[src/hw/rtl/drt_ram.sv]
// Generic single-write, single-read RAM with registered read data.
// No dependencies.
module drt_ram #(
  parameter int WIDTH = 8,
  parameter int DEPTH = 16
) (
  input  logic                     clk,
  input  logic                     wr_en,
  input  logic [$clog2(DEPTH)-1:0] wr_addr,
  input  logic [WIDTH-1:0]         wr_data,
  input  logic                     rd_en,
  input  logic [$clog2(DEPTH)-1:0] rd_addr,
  output logic [WIDTH-1:0]         rd_data
);

  logic [WIDTH-1:0] mem [DEPTH];

  always_ff @(posedge clk) begin
    if (wr_en) begin
      mem[wr_addr] <= wr_data;
    end
    if (rd_en) begin
      rd_data <= mem[rd_addr];
    end
  end

endmodule

[config.mk]
export PLATFORM = sky130hd
export DESIGN_NAME = drt_ram
export DESIGN_NICKNAME = d
export VERILOG_FILES = /design/src/hw/rtl/drt_ram.sv
export SDC_FILE = /design/constraint.sdc
export NUM_CORES = 1
export LEC_CHECK = 0
export ABC_AREA = 1
export ABC_CLOCK_PERIOD_IN_PS = 2920
export BUFFER_PORTS_ARGS = -buffer_cell sky130_fd_sc_hd__buf_2
export CAP_MARGIN = 20
export CELL_PAD_IN_SITES_DETAIL_PLACEMENT = 1
export CELL_PAD_IN_SITES_GLOBAL_PLACEMENT = 1
export CORE_UTILIZATION = 33
export DETAILED_ROUTE_END_ITERATION = 6
export PLACE_DENSITY_LB_ADDON = 0.1
export SETUP_SLACK_MARGIN = 0.2
export SYNTH_ARGS = -nofsm -noshare
export SYNTH_HDL_FRONTEND = slang
export SYNTH_SLANG_ARGS = --single-unit
[constraint.sdc]
create_clock -name clk -period 2.92 [get_ports clk]
set_clock_uncertainty 0.15 [all_clocks]
set_input_delay 0.584 -clock clk [delete_from_list [all_inputs] [get_ports clk]]
set_output_delay 0.584 -clock clk [all_outputs]
set_load 0.01 [all_outputs]
=== Word level (Yosys, flattened, before mapping) ===
Memory sizes are Yosys's and may differ from the RTL's. A register that Yosys moved wholly into a read port is not among the register bits.
Cells that the tools add are included.

* Add/subtract/negate cells: 0
* Multipliers: 0
* Divide/modulo/power cells: 0
* Order comparisons: 0
* Equality and inequality tests: 0
* Shift operators: 0
* Multiplexer cells: 2
* Bitwise operators: 0
* Reductions and logical operators: 0

{| class="wikitable"
|+ Operators with widths
! cell !! count
|-
| 1-bit two-way mux || 2
|}

* Register bits after elaboration: 0
* Latch bits: 0
* RAM bits: 128
* Bits in read-only memories: 0
* Input port bits: 19
* Memories kept: 1

{| class="wikitable"
|+ Memories
! name !! depth !! width !! read ports !! clocked after memory_dff !! write ports !! line !! RTL
|-
| mem || 16 || 8 || 1 || 1 || 1 || 16 || <nowiki>logic [WIDTH-1:0] mem [DEPTH];</nowiki>
|}

=== Depth between registers and ports, before layout ===
* Word-level depth: 2
* Gate-level depth with buffers: 8
* Mapped depth without buffers: 7

=== Least setup slack after synthesis ===
No wires, ideal clock.

* Kind: input-to-reg
* Start: input port wr_addr[2]
* End: memory mem[10][0], enable pin
* Setup time: 0.370 ns
* Data arrival time: 1.165 ns
* Setup slack: 1.235 ns
* Stages on the path: 2
* Path buffers: 0
* Cells stage by stage: nand3b_1 > nor2_1

{| class="wikitable"
|+ RTL lines
! element !! line !! RTL
|-
| start, declared || 9 || <nowiki>input logic [$clog2(DEPTH)-1:0] wr_addr,</nowiki>
|-
| end, declared || 16 ||
|}

No word-level cell before the write port.

==> metrics.md <==
| Metric | Value |
|---|---|
| Drt total wl | approximately 16 mm |
| Final Power | between 4 and 5 mW |
| Slowest cell on the critical path | buf_4 |
| Cts hold-fix bufs | 0 |
| Port bufs | 26 |
| Initial Util | 33.8% |
| Yosys cell types | 11 |
| Synth area leader | edfxtp_1 |
| Die ar. | between 0.015 and 0.02 mm² |
| Cell Rows | between 40 and 50 |
| First-pass GRT wire length | ~25 mm |
| Outcome | completed |
| Antenna diode count | 0 |
| Routability cong. | 0.759 |
| Synth Area in Compound Gates | 0% |
| MaxCap Viol Count | 0 |
| Post-DP HPWL | between 10 and 15 mm |
| Worst-Margin Slew | 1.01 ns |
| CTS H-tree lvls | 4 |
| Routed met2 length | ~7.6 mm |
| Pwr per Cell Area | around 710 mW/mm² |
| Unrepaired setup endpoints after global routing | no |
| Worst path cell trace | buf_2 > buf_4 > nand2_1 > nand3_1 > nand3_1 > nand3_1 > nand2_1 |
| Vias/cell | between 4 and 5 |
| # fillers | ~1,900 |
| DRT antenna net count | 0 |
| Post-Syn Area | between 0.005 and 0.006 mm² |
| Core ar. | ~0.017 mm² |
| Simple-Gate Fraction of Synth Area | 20.8% |
| Ports | 27 |
| WP data arrival | about 1.9 ns |
| Max stage delay on crit path | 0.57 ns |
| Vias in the first global route | a little over 4,000 |
| CTS tree | built |
| Combinational family with the most area after synthesis | simple AND/OR/NAND/NOR gates |
| Root Buffer | clkbuf_16 |
| Final Net Count | 600 |
| Final Hold Vio Count | 0 |
| # resized after CTS | 0 |
| Clock transition at the registers of the reported paths | 0.06 ns |
| Die Span Y | ~140 µm |
| Critical path class | input port to register |
| Drt wl/cell | around 20 µm |
| Number of iterations in the first detailed-routing pass | 4 |
| Synth area leaders | edfxtp_1, nand2_1, nand3_1 |
| Die Span X | 135 µm |
| Worst path bufs/invs | 2 |
| LEAKAGE | around 2.9 nW |
| Largest net degree at the start of global routing | 65 |
| Req. time, crit path | between 2 and 3 ns |
| Mux share of post-synthesis cell area | 0% |
| Crit path max-delay family | buffers and inverters |
| Post-layout min period | 1.88 ns |
| Setup TNS | 0 ns |
| Yosys warnings | 0 |
| GRT Util Overall | between 10% and 20% |
| XOR/XNOR Fraction of Synth Area | 0% |
| Adder-cell share of the synthesized area | 0% |
| Uppermost layer routed | met4 |
| Share of post-route cells with drive strength above 1 | a little under an eighth |
| Met1 wire length | roughly 8 mm |
| Clk_lat worst skew | approximately 0.42 ns |
| Syn Inst Count | 551 |
| Critical path depth | 7 |
| Final setup vio count | 0 |
| Fin. max-slew vios | 0 |
| Area growth syn-to-layout | 16.9% |
| Num Clock Sinks | roughly 140 |
| Post-layout util | between 30% and 40% |
| Relative slew slack | about a third |
| Postcts setup bufs | 0 |
| Top cell type's share of synthesized area | 69.8% |
| Initial antenna violation count | 0 |
| Synth Register Bits | 136 |
| Routed vias | roughly 3,800 |
| Syn Nets | 570 |
| Routed wl met3 | around 410 µm |
| Synth Area per Inst | around 11 µm² |
| Placement Setup Slack | around 0.56 ns |
| DRC viols | 0 |
| CP most frequent cell | nand3_1 |
| Worst R2R Path Depth | 6 |
| Worst vdd ir | about 0.0004 V |
| Final worst slack | approximately 1.0 ns |
| Fmax | about 530 MHz |
| Worst Setup Start Kind | input port |
| Max clock buf depth | 2 |
| Crit. End Element | register |
| Crit share post-route | between 60% and 70% |
| WHS Path Cells | 1 |
| Sequential fraction of the synthesis area | approximately 70% |
| Global route total overflow | 0 |
| Highest net fanout along the worst path | 64 |
| Num CTS Buffers | 17 |
| Iter 0 DRT Violations | 260 |
| Worst Hold Class | input port to register |
==> per-layer routing <==
metal  global-route usage [%]  vias up
met5                        0        -
met4                     5.62        0
met3                     3.30       15
met2                     30.6       52
met1                     26.8     1899
li1                         -     1844
==> metrics by stage <==
| stage | hold slack (ns) | cells | area, µm² |
|---|---|---|---|
| after global placement | 0.603 | 787 | 6180 |
| after floorplan | 0.533 | 551 | 5850 |
| after detailed placement | 0.612 | 787 | 6180 |
| final | 0.391 | 819 | 6840 |
| after global routing | 0.385 | 819 | 6840 |
| after CTS | 0.382 | 819 | 6840 |
==> path summary, 6_finish.rpt <==
path | from | to | slack, ns
hold / removal | rd_en | rd_data[5]$_DFFE_PP_ | 0.39
hold reg to reg | mem[14][4]$_DFFE_PP_ | rd_data[4]$_DFFE_PP_ | 0.62
setup reg to reg | mem[3][0]$_DFFE_PP_ | rd_data[0]$_DFFE_PP_ | 1.55
setup / recovery | rd_addr[0] | rd_data[1]$_DFFE_PP_ | 1.04
==> report_power, final <==
group,internal [mW],switching [mW]
registers,2.20,0.0136
logic,0.0735,0.206
clock network,1.52,0.847
==> cell type report <==
cell class                 count  area [µm²]  area share [%]
timing repair buffer          35         223            3.26
multi-input combinational    289        1210            17.8
clock buffer                  17         425            6.22
inverter                     102         383            5.60
clock inverter                15         225            3.29
tap                          225         282            4.12
sequential                   136        4080            59.7
==> logic make-up after synthesis <==
logic type	count (synthesis)
AND/OR/NAND/NOR	289
flip-flops	136
buffers and inverters	126
==> sequential cells by signal (all words and copies together), names as in the netlist <==
name,count
rd_data,8
mem,128
==> cell usage in the layout, fill, tap and decap left out <==
master	count
buf_2	26
clkinv_2	2
clkbuf_16	17
nand3b_1	2
inv_6	1
buf_4	7
bufinv_16	5
clkinvlp_4	4
nand3_1	97
inv_2	2
buf_12	2
nand2_1	173
edfxtp_1	136
inv_1	100
nor2_1	17
clkinv_4	3
==> Yosys cell counts <==
master,count
nand2_1,173
edfxtp_1,136
inv_1,100
nand3_1,97
nor2_1,17
buf_2,13
buf_6,6
buf_4,4
inv_2,2
nand3b_1,2
buf_1,1
No activity file was read; power rests on OpenSTA's default activity.
