--- src/hw/rtl/drt_pkg.sv ---
// Shared types, constants and helpers for the dirty rectangle tracker.
// Used by drt_fit and dirty_rectangle_tracker; depends on nothing.
package drt_pkg;

  localparam int TILE_COUNT   = 64;
  localparam int REGION_SLOTS = 6;
  localparam int LEVELS       = 2;
  localparam int BODY_SLOTS   = REGION_SLOTS - 2;
  localparam int STRIP_RIGHT  = REGION_SLOTS - 2;
  localparam int STRIP_BOTTOM = REGION_SLOTS - 1;

  localparam int COORD_W = 7;
  localparam int SEQ_W   = 32;
  localparam int CNT_W   = 7;
  localparam int SLOT_W  = $clog2(REGION_SLOTS);
  localparam int ROWS    = LEVELS * TILE_COUNT;
  localparam int ROW_AW  = $clog2(ROWS);
  localparam int SPAN_W  = COORD_W + 2;
  localparam int AREA_W  = 2 * SPAN_W;

  localparam logic       OP_MARK    = 1'b0;
  localparam logic       OP_DRAIN   = 1'b1;
  localparam logic [1:0] TGT_BODY   = 2'd0;
  localparam logic [1:0] TGT_RIGHT  = 2'd1;
  localparam logic [1:0] TGT_BOTTOM = 2'd2;
  localparam logic [1:0] TGT_NONE   = 2'd3;
  localparam logic [1:0] KIND_MARK   = 2'd0;
  localparam logic [1:0] KIND_REGION = 2'd1;
  localparam logic [1:0] KIND_CLEAN  = 2'd2;

  typedef struct packed {
    logic               op;
    logic [0:0]         level;
    logic [5:0]         tile;
    logic [1:0]         target;
    logic [COORD_W-1:0] rect_x0;
    logic [COORD_W-1:0] rect_y0;
    logic [COORD_W-1:0] rect_x1;
    logic [COORD_W-1:0] rect_y1;
    logic [SEQ_W-1:0]   commit_number;
  } in_t;

  typedef struct packed {
    logic [1:0]         kind;
    logic [2:0]         slot;
    logic [COORD_W-1:0] out_x0;
    logic [COORD_W-1:0] out_y0;
    logic [COORD_W-1:0] out_x1;
    logic [COORD_W-1:0] out_y1;
    logic               became_dirty;
    logic [SEQ_W-1:0]   oldest_commit;
    logic [CNT_W-1:0]   dirty_tiles;
    logic               last;
  } out_t;

  typedef struct packed {
    logic               dirty;
    logic [COORD_W-1:0] x0;
    logic [COORD_W-1:0] y0;
    logic [COORD_W-1:0] x1;
    logic [COORD_W-1:0] y1;
  } rect_t;

  // One memory row holds a whole tile: its flag, first commit and all slots.
  typedef struct packed {
    logic                          tdirty;
    logic [SEQ_W-1:0]              first;
    rect_t [REGION_SLOTS-1:0]      slots;
  } row_t;

  typedef struct packed {
    logic  fits;
    rect_t uni;
  } fit_t;

  typedef enum logic [2:0] {
    ST_IDLE,
    ST_LOAD,
    ST_SCAN,
    ST_PLACE,
    ST_FLAG,
    ST_DRAIN,
    ST_EMIT,
    ST_RESP
  } state_t;

  // Signed area of an inclusive rectangle; inverted on one axis it goes zero or negative.
  function automatic logic signed [AREA_W-1:0] rect_area(input rect_t r);
    logic signed [SPAN_W-1:0] dx;
    logic signed [SPAN_W-1:0] dy;
    dx = $signed({2'b00, r.x1}) - $signed({2'b00, r.x0}) + $signed(SPAN_W'(1));
    dy = $signed({2'b00, r.y1}) - $signed({2'b00, r.y0}) + $signed(SPAN_W'(1));
    rect_area = dx * dy;
  endfunction

  // Bounding box of two rectangles, marked dirty.
  function automatic rect_t rect_union(input rect_t a, input rect_t b);
    rect_t u;
    u.dirty = 1'b1;
    u.x0 = (a.x0 < b.x0) ? a.x0 : b.x0;
    u.y0 = (a.y0 < b.y0) ? a.y0 : b.y0;
    u.x1 = (a.x1 > b.x1) ? a.x1 : b.x1;
    u.y1 = (a.y1 > b.y1) ? a.y1 : b.y1;
    rect_union = u;
  endfunction

endpackage

--- src/hw/rtl/drt_fit.sv ---
// Merge test of one body slot against the incoming rectangle.
// Depends on drt_pkg (rect_t, fit_t, rect_area, rect_union).
module drt_fit
  import drt_pkg::*;
(
  input  rect_t                    slot_rect,
  input  rect_t                    new_rect,
  input  logic signed [AREA_W-1:0] new_area,
  output fit_t                     fit
);

  rect_t                    uni;
  logic signed [AREA_W-1:0] uni_area;
  logic signed [AREA_W-1:0] slot_area;
  logic signed [AREA_W:0]   sum_area;

  assign uni       = rect_union(slot_rect, new_rect);
  assign uni_area  = rect_area(uni);
  assign slot_area = rect_area(slot_rect);
  assign sum_area  = {slot_area[AREA_W-1], slot_area} + {new_area[AREA_W-1], new_area};

  // Merge only when the union costs no more than the two pieces apart.
  assign fit.fits = $signed({uni_area[AREA_W-1], uni_area}) <= sum_area;
  assign fit.uni  = uni;

endmodule

--- config.mk ---
export PLATFORM = sky130hd
export DESIGN_NAME = drt_fit
export DESIGN_NICKNAME = d
export VERILOG_FILES = /design/src/hw/rtl/drt_pkg.sv /design/src/hw/rtl/drt_fit.sv
export SDC_FILE = /design/constraint.sdc
export NUM_CORES = 1
export LEC_CHECK = 0
export BUFFER_PORTS_ARGS = -buffer_cell sky130_fd_sc_hd__buf_2
export CORE_MARGIN = 3
export CORE_UTILIZATION = 45
export DETAILED_ROUTE_END_ITERATION = 10
export GPL_ROUTABILITY_DRIVEN = 0
export SLEW_MARGIN = 20
export SYNTH_ARGS = -nofsm -noshare
export SYNTH_HDL_FRONTEND = slang
export SYNTH_SLANG_ARGS = --single-unit
--- constraint.sdc ---
create_clock -name vclk -period 26.5
set_input_delay 2.65 -clock vclk [all_inputs]
set_output_delay 2.65 -clock vclk [all_outputs]
set_load 0.1 [all_outputs]
**Word-level counts from Yosys, hierarchy flattened**

Cells that the tools add are included.

- Input port bits: 76
- Register bits after elaboration: 0
- Word-level logic and storage cells: 20
- Output and inout bits: 30

- $add $sub $neg: 9
- Mux-type cells: 4
- Magnitude comparators: 5
- Multipliers: 2

Operators with widths:

| cell | number |
|---|---|
| adder 8 x 2 -> 9 bit (second input constant) | 4 |
| multiplier 9 x 9 -> 18 bit | 2 |
| subtractor 7 x 7 -> 8 bit | 4 |
| two-way mux 7 bit | 4 |
| adder 18 x 18 -> 19 bit | 1 |
| <= comparator 18 x 19 -> 1 bit | 1 |
| greater-than comparator 7 bit | 2 |
| less-than comparator 7 bit | 2 |

**Depth between registers and ports, before layout**

Gate-level depths: netlist of run 1.

- Depth after elaboration: 6
- Depth in mapped cells: 43

**Least setup slack after synthesis of run 1**

No wires, ideal clock.

- Path kind: input port to output port
- Start: in new_rect[15] (netlist bit)
- End: out fit[29] (netlist bit)
- Slack: 10,876 ps
- Stages: 36
- Required time: 23,850 ps
- Path buffers: 1
- Arrival time: 12,974 ps
- Cell sequence: inv_1 -> ha_1 -> a21o_1 -> a21o_1 -> a211oi_1 -> o21bai_1 -> a21oi_1 -> buf_4 -> mux2i_1 -> fa_1 -> nand2b_1 -> a21oi_1 -> o21a_1 -> o31ai_1 -> o21ai_2 -> nand2b_1 -> fa_1 -> fa_1 -> inv_1 -> fa_1 -> fa_1 -> inv_1 -> fa_1 -> inv_1 -> ha_1 -> nand2b_1 -> a211oi_1 -> o31a_1 -> o41ai_1 -> xnor2_1 -> ha_1 -> a21o_1 -> a21oi_1 -> nor2b_1 -> o2111ai_1 -> nand3_1

RTL lines:

| element | RTL line | RTL |
|---|---|---|
| from (decl) | drt_fit.sv:7 | `input rect_t new_rect,` |
| to (decl) | drt_fit.sv:9 | `output fit_t fit` |

==> metrics.txt, run 1 <==
status=finished clean; final period utilization=between 50 and 60%; I/O Buffers=slightly above 100; most frequent cells in the layout=inv_1, ha_1, fa_1, buf_2, nand2_1; Final Hold Fails=0; Via Count=approximately 8,000; Final Max Slew Viols=0; hold slack=between 5000 and 6000 ps; sequential cell area=0 µm²; Setup WS post-layout=11,150 ps; core area=between 20,000 and 25,000 µm²; dpl hpwl=between 20 and 25 mm; post-cts repair resize count=0; Die Ht=154 µm; Starting Density=approximately 46%; first drt pass iteration count=4; largest net degree at the start of global routing=14; FMAX=65.1 MHz; met2 wire length=~11 mm; fin crit period=15,350 ps; CP Capture Type=output pin; DIE AREA=around 24,000 µm²; Layout Nets=1,631; routed vias/inst=just over 5; Setup-failing EPs final=0; RSZ-0062 raised after global routing=false; commonest non-fill, non-tap cell in the layout=inv_1; wire length on met1=10.4 mm; P&R area growth vs syn=8.43%; share of layout cells above drive strength 1=about 11%; Seq Cell Count=0; Arr. time, crit path=12,700 ps; initial antenna violation count=1; WL per Instance=between 15 and 20 µm; Post-Route Setup TNS=0 ps; Die W=154 µm; Crit. Startpoint=slot_rect[22]; pre-CTS WS=roughly 11,000 ps; clkbuf count=0; mean post-synth cell area=between 8 and 9 µm²; worst-path maximum fanout=13; Critical Path Sink=fit[29]; first-pass GRT wire length=39.0 mm; Gate Count Post-Synth=between 1,000 and 1,500; Post-CTS Setup Bufs=0; maxcap violations=0; count of different cell masters after synthesis=63; Worst Hold Class=primary input to output pin; syn_nets=between 1,500 and 2,000; worst path required time=23,850 ps; Antenna Violating Nets Remaining=0; vias in the first global route=8,175; GR Util All Layers=~20%; drt total wl=roughly 23 mm; hold buffers post-CTS=0; Worst path slowest cell=a21oi_2; Iteration-0 DRC Markers=265; CP peak stage delay=740 ps; top routing layer in use=met5; Slew headroom=between 30 and 40%; met3 wire length=910 µm; critical path launch point type=primary input; Rows=53; drt drc=0; io pins=around 110; sequential-to-total area share from yosys stat=0%; Worst Path Class, Setup=primary input to output pin; mapped cell area=a little under 10,000 µm²; worst slew pin tran=986 ps; FILL cells=between 2,000 and 2,500; total gr overflow=0; total of warnings raised by yosys=0
worst min-delay path by stage:
stage / from / endpoint / slack [ps] / cells after the start
CTS: new_rect[22] / fit[22] / 5810 / 4
global placement: new_rect[23] / fit[23] / 5810 / 4
global route: new_rect[22] / fit[22] / 5840 / 4
detailed placement: new_rect[22] / fit[22] / 5810 / 4
floorplan: new_rect[7] / fit[7] / 5760 / 1
finish: new_rect[22] / fit[22] / 5810 / 4
metrics by stage:
stage                     instance area (µm²)  util, %  std cells
after global placement                  10700     50.1       1502
after detailed placement                10700     50.1       1502
final                                   10700     50.1       1503
after global routing                    10700     50.1       1502
after CTS                               10700     50.1       1502
after floorplan                          9840        -       1132
worst max-delay path, delay by kind of cell:
family / cells / cell delay, ps
multiplexers: 1 / 320
buffers and inverters: 6 / 780
adder cells (fa/ha/maj): 10 / 3890
AND/OR/NAND/NOR: 6 / 1060
XOR/XNOR: 3 / 1090
AO/OA/AOI/OAI: 12 / 2870
layout make-up:
type	instances	area, µm²	share of cell area [%]
repair buffers	105	531	4.97
multi-input cells	896	8950	83.8
inverters	226	848	7.95
well taps	275	344	3.22
diodes	1	2.50	0.0234
cells by family after synthesis:
family | synth area share [%]
compound gates | 9.86
xor+xnor | 7.08
fa+ha+maj | 53.7
buf+inv | 9.14
mux | 4.60
other cells | 0.0381
simple gates | 15.6
synthesized netlist by cell type (9+ instances only):
cell type    n  area share [%]
and2_1      48             3.1
nand2b_1    25             1.6
o21a_1      12            0.92
nor2b_1     26             1.7
inv_1      226             8.6
o21ai_0     32             1.6
mux2i_1     28             2.8
mux2_2      14             1.6
a21o_1      20             1.5
a21oi_1     36             1.8
nand2_1     99             3.8
xnor2_1     39             3.5
nand3_1     14            0.71
nor3_1       9            0.46
fa_1       161              33
xor2_1      30             2.7
nor2_1      52             2.0
ha_1       165              21
metal layers:
layer | track usage, % | vias to the layer above
met5 | 0 | -
met2 | 34.6 | 162
met4 | 3.87 | 2
met3 | 1.66 | 28
met1 | 26.7 | 3747
li1 | - | 3839
Power of run 1 is left out: the tool's default activity adds up to more than one toggle a clock period on the data nets, which glitch-free logic cannot reach.
==> inputs of run 2 (changes only) <==
Clock period 26.5 ns to 16.1 ns, I/O delays scaled along.
==> run 2 against run 1 <==
Compared with the run above: via count up 0.64%; critical path type unchanged; worst hold slack worse by 2100 ps; non-clock buffer count unchanged; wire length rose by 0.48%; highest routed layer unchanged; final cell count hardly changed; sequential share of layout area unchanged; count of clock-buffer cells in the layout stayed put.
==> metrics.txt, run 2 (synthesized netlist as in run 1, its figures left out) <==
status=finished clean; io pins=between 100 and 150; ANT cells=0; hold path startpoint=new_rect[22]; worst path required time=about 14,000 ps; FILL cells=between 2,000 and 2,500; Rows=53; critical path's top delay family=adder cells; drt total wl=between 20 and 25 mm; multi-input logic area=about 8900 µm²; Iteration-0 DRC Markers=around 260; Worst Path Class, Setup=primary input to output pin; fin crit period=13,270 ps; I/O Buffers=just over 100; critical path launch point type=primary input; Arr. time, crit path=about 12,000 ps; total gr overflow=0; Hold EP=fit[22]; vias in the first global route=about 8,000; DIE AREA=23,700 µm²; first drt pass iteration count=4; sequential cell area=0 µm²; final period utilization=between 80 and 90%; CP Buf/Inv Count=6; GR Util All Layers=approximately a fifth; Starting Density=a little under half; most frequent cells in the layout=inv_1, ha_1, fa_1, buf_2, nand2_1; Seq Cell Count=0; worst-path maximum fanout=13; share of layout cells above drive strength 1=between 10% and 20%; Layout Nets=1,631; Post-Route Setup TNS=0 ps; P&R area growth vs syn=8.40%; FMAX=between 70 and 80 MHz; first-pass GRT wire length=approximately 40 mm; Slew headroom=34.9%; Hold Crit Depth=4; Final Core Density=around half; Die Ht=between 150 and 200 µm; routed vias/inst=about 5.2; largest net degree at the start of global routing=14; core area=21,300 µm²; Final Hold Fails=0; CP Depth=38; maxcap violations=0; CP peak stage delay=750 ps; Antenna Violating Nets Remaining=0; hold buffers post-CTS=0; Die W=154 µm; Post-CTS Setup Bufs=0; Final Max Slew Viols=0; Worst path slowest cell=a21oi_2; Via Count=around 7,800; commonest non-fill, non-tap cell in the layout=inv_1; worst slew pin tran=between 900 and 1000 ps; initial antenna violation count=2; Setup-failing EPs final=0; dpl hpwl=20.7 mm; WL per Instance=approximately 15 µm; CP Capture Type=output pin; clkbuf count=0; post-cts repair resize count=0; Worst Hold Class=primary input to output pin; drt drc=0; RSZ-0062 raised after global routing=false
## run 2: changes by cell type in the layout (fill, tap and decap cells not counted), sizes merged
cell,change
diode,-1
## run 2: cell type report
| cell class | instances | share of cell area [%] |
|---|---|---|
| multi-input combinational | 896 | 83.9 |
| inverter | 226 | 7.95 |
| timing repair buffer | 105 | 4.97 |
| tap | 275 | 3.22 |
## run 2: worst max-delay path by stage
stage	to	start	slack [ps]
6_report	fit[29]	slot_rect[22]	2830
2_1_floorplan	fit[29]	new_rect[15]	2560
5_1_grt	fit[29]	new_rect[22]	2050
3_3_place_gp	fit[29]	slot_rect[22]	2980
3_5_place_dp	fit[29]	slot_rect[22]	2890
4_1_cts	fit[29]	slot_rect[22]	2850
## run 2: metrics by stage
step,instances,setup WS [ps],cell area (µm²),hold slack (ps)
finish,1502,2830,10700,3730
global route,1502,2050,10700,3760
CTS,1502,2850,10700,3740
detailed placement,1502,2890,10700,3730
global placement,1502,2980,10700,3730
floorplan,1132,2560,9840,3680
## run 2: tightest hold or removal path, cell delays in order
cell and delay, ps:
buf_2 100, inv_1 60, mux2i_1 60, buf_2 290
## run 2: routing by layer
metal | part of all wire (%) | global-route usage (%) | up-vias
met3 | 4.3 | 1.89 | 20
met4 | 1.6 | 2.78 | 4
met2 | 48 | 35.5 | 163
li1 | - | - | 3826
met1 | 46 | 26.3 | 3815
met5 | 0.092 | 0 | -
Power of run 2 is left out for the same reason.
